**src/rtl/sorted_priority_queue_top_assert.svh**
```systemverilog
// assertion macros for the sorted priority queue
`ifndef SORTED_PRIORITY_QUEUE_TOP_ASSERT_SVH
`define SORTED_PRIORITY_QUEUE_TOP_ASSERT_SVH

// checked only while out of reset
`define SPQ_ASSERT_RUN(lbl, clk, rstn, prop) \
    lbl: assert property (@(posedge clk) disable iff (!rstn) prop) \
        else $error("spq assertion failed");

// checked at every edge
`define SPQ_ASSERT_ALWAYS(lbl, clk, prop) \
    lbl: assert property (@(posedge clk) prop) \
        else $error("spq assertion failed");

`endif

```
**src/rtl/spq_pkg.sv**
```systemverilog
`timescale 1ns / 1ps

package spq_pkg;

    // default number of queue slots
    localparam int DEPTH_DEFAULT = 16;

    // operation codes
    typedef enum logic [1:0] {
        FUNC_INSERT  = 2'd0,
        FUNC_EXTRACT = 2'd1,
        FUNC_CLEAR   = 2'd2
    } spq_func_t;

    // input item
    typedef struct packed {
        logic [1:0]         func;
        logic signed [31:0] item_value;
        logic signed [31:0] item_priority;
    } spq_in_t;

    // result item
    typedef struct packed {
        logic               done_res;
        logic signed [31:0] out_value;
        logic [4:0]         count;
        logic               is_empty;
        logic               is_full;
    } spq_out_t;

    // one stored pair
    typedef struct packed {
        logic signed [31:0] value;
        logic signed [31:0] prio;
    } spq_entry_t;

    // per-cycle command broadcast to every cell
    typedef struct packed {
        logic ins;
        logic ext;
    } spq_ctl_t;

endpackage

```
**src/rtl/spq_cell.sv**
```systemverilog
`timescale 1ns / 1ps

module spq_cell (
    input  logic                  aclk,
    input  spq_pkg::spq_ctl_t     ctl,
    input  spq_pkg::spq_entry_t   new_entry,
    input  spq_pkg::spq_entry_t   left_entry,
    input  spq_pkg::spq_entry_t   right_entry,
    input  logic                  left_stay,
    input  logic                  occ,
    output spq_pkg::spq_entry_t   entry,
    output logic                  stay
);

    spq_pkg::spq_entry_t entry_reg;
    spq_pkg::spq_entry_t entry_next;

    // an occupied entry stays put on insert when its priority is at least the new one
    assign stay = occ && !(entry_reg.prio < new_entry.prio);

    // pick keep, new item, left neighbor or right neighbor
    always_comb begin
        entry_next = entry_reg;
        if (ctl.ins) begin
            if (!stay) begin
                entry_next = left_stay ? new_entry : left_entry;
            end
        end else if (ctl.ext) begin
            entry_next = right_entry;
        end
    end

    always_ff @(posedge aclk) begin
        entry_reg <= entry_next;
    end

    assign entry = entry_reg;

endmodule

```
**src/rtl/sorted_priority_queue_top.sv**
```systemverilog
`timescale 1ns / 1ps

// channel | handshake          | payload
// --------+--------------------+---------------------------------------------
// input   | s_valid / s_ready  | s_item: func, item_value, item_priority
// result  | m_valid / m_ready  | m_item: done_res, out_value, count, is_empty,
//         |                    |         is_full
//
// one item per cycle while s_ready is high: every cell compares its own priority with the new one
// in parallel and shifts in the same cycle; the result is registered and ready in the cycle
// after the item is taken.
// s_ready is high while the result register is empty or being drained.
// reset empties the queue and the result register; slot contents are left.

`include "sorted_priority_queue_top_assert.svh"

module sorted_priority_queue_top #(
    parameter int DEPTH = spq_pkg::DEPTH_DEFAULT
) (
    input  logic               aclk,
    input  logic               aresetn,
    input  logic               s_valid,
    output logic               s_ready,
    input  spq_pkg::spq_in_t   s_item,
    output logic               m_valid,
    input  logic               m_ready,
    output spq_pkg::spq_out_t  m_item
);

    localparam int CntW = $clog2(DEPTH + 1);

    logic [CntW-1:0]     count_reg;
    logic [CntW-1:0]     count_next;
    logic                m_valid_reg;
    spq_pkg::spq_out_t   m_item_reg;
    spq_pkg::spq_out_t   m_item_next;

    logic                accept;
    logic                is_full_now;
    logic                is_empty_now;
    spq_pkg::spq_ctl_t   ctl;
    logic                done;
    spq_pkg::spq_entry_t new_entry;

    spq_pkg::spq_entry_t cell_entry [DEPTH];
    logic [DEPTH-1:0]    cell_stay;
    logic [DEPTH-1:0]    cell_occ;
    logic [CntW+4:0]     count_ext;

    assign s_ready      = !m_valid_reg || m_ready;
    assign accept       = s_valid && s_ready;
    assign is_full_now  = (count_reg == CntW'(DEPTH));
    assign is_empty_now = (count_reg == '0);

    assign new_entry.value = s_item.item_value;
    assign new_entry.prio  = s_item.item_priority;

    // decode the operation and the next count
    always_comb begin
        ctl        = '0;
        done       = 1'b0;
        count_next = count_reg;
        case (spq_pkg::spq_func_t'(s_item.func))
            spq_pkg::FUNC_INSERT: begin
                if (!is_full_now) begin
                    ctl.ins    = accept;
                    done       = 1'b1;
                    count_next = count_reg + CntW'(1);
                end
            end
            spq_pkg::FUNC_EXTRACT: begin
                if (!is_empty_now) begin
                    ctl.ext    = accept;
                    done       = 1'b1;
                    count_next = count_reg - CntW'(1);
                end
            end
            spq_pkg::FUNC_CLEAR: begin
                done       = 1'b1;
                count_next = '0;
            end
            default: begin
                done = 1'b0;
            end
        endcase
    end

    // row of cells, slot 0 is the head
    for (genvar i = 0; i < DEPTH; i++) begin : g_cell
        assign cell_occ[i] = (count_reg > CntW'(i));
        spq_cell u_cell (
            .aclk        (aclk),
            .ctl         (ctl),
            .new_entry   (new_entry),
            .left_entry  ((i == 0) ? new_entry : cell_entry[(i == 0) ? 0 : i - 1]),
            .right_entry ((i == DEPTH - 1) ? cell_entry[i]
                                           : cell_entry[(i == DEPTH - 1) ? i : i + 1]),
            .left_stay   ((i == 0) ? 1'b1 : cell_stay[(i == 0) ? 0 : i - 1]),
            .occ         (cell_occ[i]),
            .entry       (cell_entry[i]),
            .stay        (cell_stay[i])
        );
    end

    // result fields
    assign count_ext = {5'b0, count_next};
    always_comb begin
        m_item_next.done_res  = done;
        m_item_next.out_value = (spq_pkg::spq_func_t'(s_item.func) == spq_pkg::FUNC_EXTRACT
                                 && !is_empty_now) ? cell_entry[0].value : '0;
        m_item_next.count     = count_ext[4:0];
        m_item_next.is_empty  = (count_next == '0);
        m_item_next.is_full   = (count_next == CntW'(DEPTH));
    end

    // count and result register
    always_ff @(posedge aclk) begin
        if (!aresetn) begin
            count_reg   <= '0;
            m_valid_reg <= 1'b0;
        end else begin
            if (accept) begin
                count_reg   <= count_next;
                m_valid_reg <= 1'b1;
            end else if (m_ready) begin
                m_valid_reg <= 1'b0;
            end
        end
    end

    always_ff @(posedge aclk) begin
        if (accept) begin
            m_item_reg <= m_item_next;
        end
    end

    assign m_valid = m_valid_reg;
    assign m_item  = m_item_reg;

    // count never passes the queue size
    `SPQ_ASSERT_RUN(a_count_bound, aclk, aresetn, count_reg <= CntW'(DEPTH))
    // a taken clear leaves the queue empty
    `SPQ_ASSERT_RUN(a_clear_empties, aclk, aresetn,
        accept && s_item.func == spq_pkg::FUNC_CLEAR |=> count_reg == '0)
    // a successful insert grows the count by one
    `SPQ_ASSERT_RUN(a_insert_grows, aclk, aresetn,
        ctl.ins |=> count_reg == $past(count_reg) + CntW'(1))
    // an extract from an empty queue is flagged and returns zero
    `SPQ_ASSERT_RUN(a_empty_extract, aclk, aresetn,
        accept && s_item.func == spq_pkg::FUNC_EXTRACT && is_empty_now
        |=> m_valid && !m_item.done_res && m_item.out_value == '0)
    // insert and extract never both drive the cells
    `SPQ_ASSERT_ALWAYS(a_ctl_excl, aclk, !(ctl.ins && ctl.ext))

endmodule

```
**config.mk**
```make
export PLATFORM = sky130hd
export DESIGN_NAME = sorted_priority_queue_top
export DESIGN_NICKNAME = d
export VERILOG_FILES = /design/src/rtl/spq_pkg.sv /design/src/rtl/spq_cell.sv /design/src/rtl/sorted_priority_queue_top.sv
export VERILOG_INCLUDE_DIRS = /design/src /design/src/rtl
export SDC_FILE = /design/constraint.sdc
export NUM_CORES = 2
export LEC_CHECK = 0
export BUFFER_PORTS_ARGS = -buffer_cell sky130_fd_sc_hd__buf_2
export CAP_MARGIN = 40
export CORE_ASPECT_RATIO = 1.75
export CORE_MARGIN = 8
export CORE_UTILIZATION = 55
export CTS_CLUSTER_SIZE = 30
export DETAILED_ROUTE_END_ITERATION = 10
export HOLD_SLACK_MARGIN = 0.03
export PLACE_DENSITY = 0.71
export SETUP_SLACK_MARGIN = 0.05
export SYNTH_ARGS = -nofsm -noshare
export SYNTH_HDL_FRONTEND = slang
export SYNTH_SLANG_ARGS = --single-unit
export TNS_END_PERCENT = 20
```
**constraint.sdc**
```tcl
create_clock -name aclk -period 23.1 [get_ports aclk]
set_input_delay 0 -clock aclk [delete_from_list [all_inputs] [get_ports aclk]]
set_output_delay 0 -clock aclk [all_outputs]
set_load 0.05 [all_outputs]
```
After elaboration in Yosys (flattened, before gate mapping)
Cells that the tools add are included.
- register bits after elaboration: 1070
- output and inout port bits: 42
- add/sub/neg operators: 2
- order comparisons: 32
- equal/unequal tests: 19
- muxes and demuxes: 72
- bitwise operators: 1
- reductions and logical operators: 58
- operator list (operator ; count):
    64-bit 2-to-1 mux ; 60
    32-bit less-than comparator ; 16
    5-bit by 4-bit > comparator with 1-bit output, second input constant ; 8
    2-bit AND reduction ; 16
    2-bit != test, second input constant ; 15
    5-bit by 3-bit > comparator with 1-bit output, second input constant ; 4
    1-bit logical AND ; 18
    1-bit logical NOT ; 18
    5-bit one-hot mux with 3 select lines ; 1
    5-bit == test, second input constant ; 2
    5-bit by 1-bit > comparator with 1-bit output, second input constant ; 2
    5-bit by 2-bit > comparator with 1-bit output, second input constant ; 2
    5-bit logical NOT ; 2
    5-bit 2-to-1 mux ; 2
    1-bit 2-to-1 mux ; 8
    5-bit by 1-bit adder with 5-bit output, second input constant ; 1
    5-bit by 1-bit subtractor with 5-bit output, second input constant ; 1
    2-bit nonzero test ; 2
    1-bit one-hot mux with 3 select lines ; 1
    2-bit by 1-bit == test with 1-bit output, second input constant ; 1
    2-bit == test, second input constant ; 1
    2-bit logical NOT ; 1
    1-bit logical OR ; 1
    1-bit NOT ; 1

Logic depth before layout (Yosys ltp)
- depth after elaboration: 7
- depth in mapped cells: 13
- depth with buffers taken out: 10

Cells and area by module
A second synthesis with hierarchy kept.
- cells, all modules: 6543
- area, all modules: 66906.7 um^2
- modules (own cells, without submodules) (module ; instances ; cells each ; area each (um^2) ; seq. area each (um^2)):
    spq_cell at g_cell[0].u_cell ... ; 13 ; 397 ; 4043.9 ; 1921.8
    spq_cell at g_cell[7].u_cell ... ; 3 ; 397 ; 4046.4 ; 1921.8
    sorted_priority_queue_top ; 1 ; 191 ; 2197.1 ; 1321.3

Least setup slack after synthesis
No wires, ideal clock.
- path type: register to register
- from: register m_valid_reg, in the netlist m_valid
- to: register g_cell[6].u_cell.entry_reg (netlist bit g_cell[6].u_cell.entry[0]) (enable)
- arrival: 7.397 ns
- setup slack: 15.128 ns
- stages on the path, launching flop included: 10
- buffers on the path: 4
- cells stage by stage: dfxtp_1 -> nand2b_1 -> nand2_1 -> inv_2 -> nand2_1 -> buf_2 -> buf_2 -> clkbuf_1 -> clkbuf_1 -> o21ai_0
- word-level cells in the longest chain between the ends: 7
- elaborated cells between the ends (all ways): 10
- RTL lines (item ; line ; RTL):
    start: declaration ; sorted_priority_queue_top.sv:34 ; logic m_valid_reg;
    start signal: assignment ; sorted_priority_queue_top.sv:120 ; m_valid_reg <= 1'b0;
    start signal: assignment ; sorted_priority_queue_top.sv:124 ; m_valid_reg <= 1'b1;
    start signal: assignment ; sorted_priority_queue_top.sv:126 ; m_valid_reg <= 1'b0;
    1-bit logical NOT (*) ; sorted_priority_queue_top.sv:50 ; assign s_ready = !m_valid_reg || m_ready;
    1-bit logical OR (*) ; sorted_priority_queue_top.sv:50 ;
    net s_ready ; sorted_priority_queue_top.sv:23 ; output logic s_ready,
    1-bit logical AND (*) ; sorted_priority_queue_top.sv:51 ; assign accept = s_valid && s_ready;
    net accept ; sorted_priority_queue_top.sv:38 ; logic accept;
    1-bit 2-to-1 mux (on tied branches) ; sorted_priority_queue_top.sv:65, sorted_priority_queue_top.sv:72 ;
    1-bit 2-to-1 mux ; sorted_priority_queue_top.sv:63 ; case (spq_pkg::spq_func_t'(s_item.func))
    2-bit != test (no source line) / 2-bit nonzero test (equally long branches) ; -- ;
    2-bit AND reduction (no source line) (*) ; -- ;
    end signal: assignment ; spq_cell.sv:34 ; entry_reg <= entry_next;
    end: declaration ; spq_cell.sv:15 ; spq_pkg::spq_entry_t entry_reg;
Mark *: on every way through the listed nets, which the timed path passes. The rest lies on a longest branch.
A chain may end at the register's enable or synchronous reset.

==> results.sh <==
export IMPL_drv_slew=0
export IMPL_finalHoldViolCount=0
export IMPL_antenna_left=0
export IMPL_die_h_um=466
export IMPL_synthSimpleGateAreaFrac_pct=15.9
export IMPL_drv_cap=0
export IMPL_synth_xor_area_share_pct=0.0275
export IMPL_min_delay_worst_endpoint="count_reg[3]"
export IMPL_antenna_found_initial=11
export IMPL_endpoint_kind="register"
export IMPL_p_leak_nw=26.4
export IMPL_synth_nets=6756
export IMPL_timing_hold_ws_ps=159
export IMPL_cp_arrival_ps=6550
export IMPL_hold_class="input port to register"
export IMPL_numCtsBuffers=103
export IMPL_clockRootBuffer="clkbuf_16"
export IMPL_place_gp_congestion=0.965
export IMPL_remaining_drc_errors=0
export IMPL_crit_path_max_fanout=192
export IMPL_clock_skew_final_ps=30.4
export IMPL_core_area_um2=115000
export IMPL_port_buffers=111
export IMPL_finalSetupTns_ps=0
export IMPL_largest_register_ffs=1024
export IMPL_cts_setup_buffers=0
export IMPL_mostFrequentLayoutCell="edfxtp_1"
export IMPL_startpoint_type="register"
export IMPL_max_freq_ghz=0.165
export IMPL_cp_data_required_time_ps=23600
export IMPL_grtUsageTotal_pct=33.7
export IMPL_synth_area_per_cell_um2=10.3
export IMPL_dr_pass1_iters=8
export IMPL_clk_pin_slew_ps=70
export IMPL_netlist_instances=6185
export IMPL_grt_pass1_vias=52700
export IMPL_layout_common_cells="edfxtp_1, nand2_1, nor2_1, ha_1, nand3_1"
export IMPL_ys_async_sr_fraction_pct=0
export IMPL_ys_seq_area_share_pct=50.3
export IMPL_drtIter0Drc=5838
export IMPL_worst_skew_pair_late_latency_ps=760
export IMPL_globalRouteOverflowTotal=0
export IMPL_vias=53000
export IMPL_synthAdderAreaFrac_pct=9.84
export IMPL_cts_resized_gates=0
export IMPL_synth_compound_area_share_pct=16.3
export IMPL_synth_cell_types=70
export IMPL_p_per_area_nw_per_um2=71.4
export IMPL_ys_flop_type="edfxtp_1"
export IMPL_grt_pass1_wl_mm=327
export IMPL_min_from="aresetn"
export IMPL_syn2layout_area_growth_pct=10.1
export IMPL_wl_mm=220
export IMPL_hpwl_mm=145
export IMPL_finalCritPeriodShare_pct=26.2
export IMPL_rr_startpoint="count_reg[0]"
export IMPL_rrSetupSlack_ps=17050
export IMPL_synth_seq_cells=1070
export IMPL_fin_crit_ps=6050
export IMPL_rsz0062_at_grt="no"
export IMPL_htreeDepth=3
export IMPL_start_util_pct=55.3
export IMPL_grt_start_max_net_pins=193
export IMPL_rows=165
export IMPL_outcome="complete, no violations"
export IMPL_clk_path_buf_depth=3
export IMPL_synth_area_um2=63700
export IMPL_min_path_cells=3
export IMPL_yosysWarnings=0
export IMPL_synth_top_family_by_area="compound AO/OA/AOI/OAI gates"
export IMPL_viasPerCell=6.85
export IMPL_max_slew_worst_pin_slew_ps=1050
export IMPL_die_x_um=273
export IMPL_wl_per_cell_um=28.4
export IMPL_reg2reg_to="g_cell[14].u_cell.entry[1]"
export IMPL_clock_sinks=1070
export IMPL_path_class="register to register"
export IMPL_tritoncts="yes"
export IMPL_setup_viol=0
export IMPL_r2r_cells=13
export IMPL_ir_drop_mv=0.0667
export IMPL_synth_edf_count=1064
export IMPL_muxShareOfSynthArea_pct=4.27
export IMPL_fp_dieArea_um2=127000
export IMPL_num_io_pins=112
export IMPL_post_route_cells_drive_above_1_share_pct=8.37
export IMPL_final_nets=6718
export IMPL_timing_slew_headroom_pct=30.1
-- area by class of cell --
type                    instances  area [µm²]
clock buffers                 124        2680
well taps                    1503        1880
inverters                      56         210
fillers                      9610       45100
clock inverters                62         594
multi-input cells            4587       29900
diodes                          6        15.0
repair buffers                329        2800
flip-flops and latches       1070       32100
-- kinds of logic (layout without fill, tap and decap cells) --
kind of cell,Yosys count,count (layout)
AOI/OAI and AO/OA,1473,1473
xor gates and xnor gates,2,2
adders and majority gates,501,501
buffers and inverters,528,571
DFF,1070,1070
muxes,264,264
other,0,6
and+or+nand+nor,2347,2347
-- worst max-delay path, stage by stage, from the launching register on --
cell	delay [ps]
dfxtp_1	420
inv_1	150
ha_1	200
nor3b_1	390
nand2_1	120
and2_1	240
nand2_4	260
buf_16	310
buf_12	610
buf_4	770
buf_12	580
buf_4	680
nor2_1	330
a221o_1	400
-- metrics by stage --
stage | instance area, µm² | worst slack, ps | instances | total power [mW] | utilization, %
final | 70100 | 17050 | 7737 | 5.01 | 60.9
after CTS | 70100 | 17190 | 7728 | 5.00 | 60.8
after floorplan | 63700 | 15130 | 6185 | 2.95 | -
after global routing | 70100 | 16780 | 7732 | 5.15 | 60.9
after detailed placement | 66100 | 17200 | 7469 | 3.29 | 57.4
after global placement | 65500 | 17090 | 7437 | 3.24 | 56.9
-- synth_stat cells (all sizes together) (4+ instances only) --
cell	n	area share (%)
a311oi	31	0.43
mux2	65	1.1
ha	501	9.8
a31oi	8	0.079
buf	114	0.89
a221oi	11	0.15
a211oi	79	0.95
nand4	60	0.59
and4	20	0.27
a21boi	4	0.047
nand2	1025	6.0
nand2b	20	0.20
nor3b	10	0.12
o21a	8	0.094
inv	55	0.32
nor2b	15	0.15
and2	38	0.37
o211ai	457	5.4
nor3	153	1.2
o2111ai	4	0.055
a21o	123	1.4
clkbuf	358	2.1
a211o	9	0.12
a2111oi	8	0.11
a221o	187	2.9
and3	7	0.069
a31o	6	0.082
mux2i	199	3.1
a21oi	307	2.4
dfxtp	6	0.19
nor2	523	3.1
o21ai	198	1.6
edfxtp	1064	50
nand3	465	3.7
-- routing by layer --
layer	track usage (%)	part of all wire [%]	vias up
li1	-	-	23400
met1	38.2	34	25700
met2	55.6	48	2933
met3	5.75	8.2	850
met4	27.0	9.4	12
met5	0	0.037	-
-- how the worst max path moves through the flow --
stage | endpoint | slack [ps] | depth (start not counted) | from
3_5_place_dp | g_cell[14].u_cell.entry[1] | 17200 | 13 | count_reg[0]
6_report | g_cell[14].u_cell.entry[1] | 17050 | 13 | count_reg[0]
4_1_cts | g_cell[14].u_cell.entry[1] | 17190 | 13 | count_reg[0]
2_1_floorplan | g_cell[6].u_cell.entry[0] | 15130 | 9 | m_valid
5_1_grt | g_cell[14].u_cell.entry[1] | 16780 | 13 | count_reg[0]
3_3_place_gp | g_cell[14].u_cell.entry[1] | 17090 | 12 | count_reg[0]
-- report_power, final --
part,switching (mW),internal (mW)
Clock,0.814,0.911
Sequential,0.0840,2.29
Combinational,0.622,0.280
-- what timing repair did --
action	4_1_cts	5_1_grt
hold endpoints to repair	737	0
endpoints found under the setup margin	0	0
hold buffers	73	0
No activity file was read; power rests on OpenSTA's default activity.
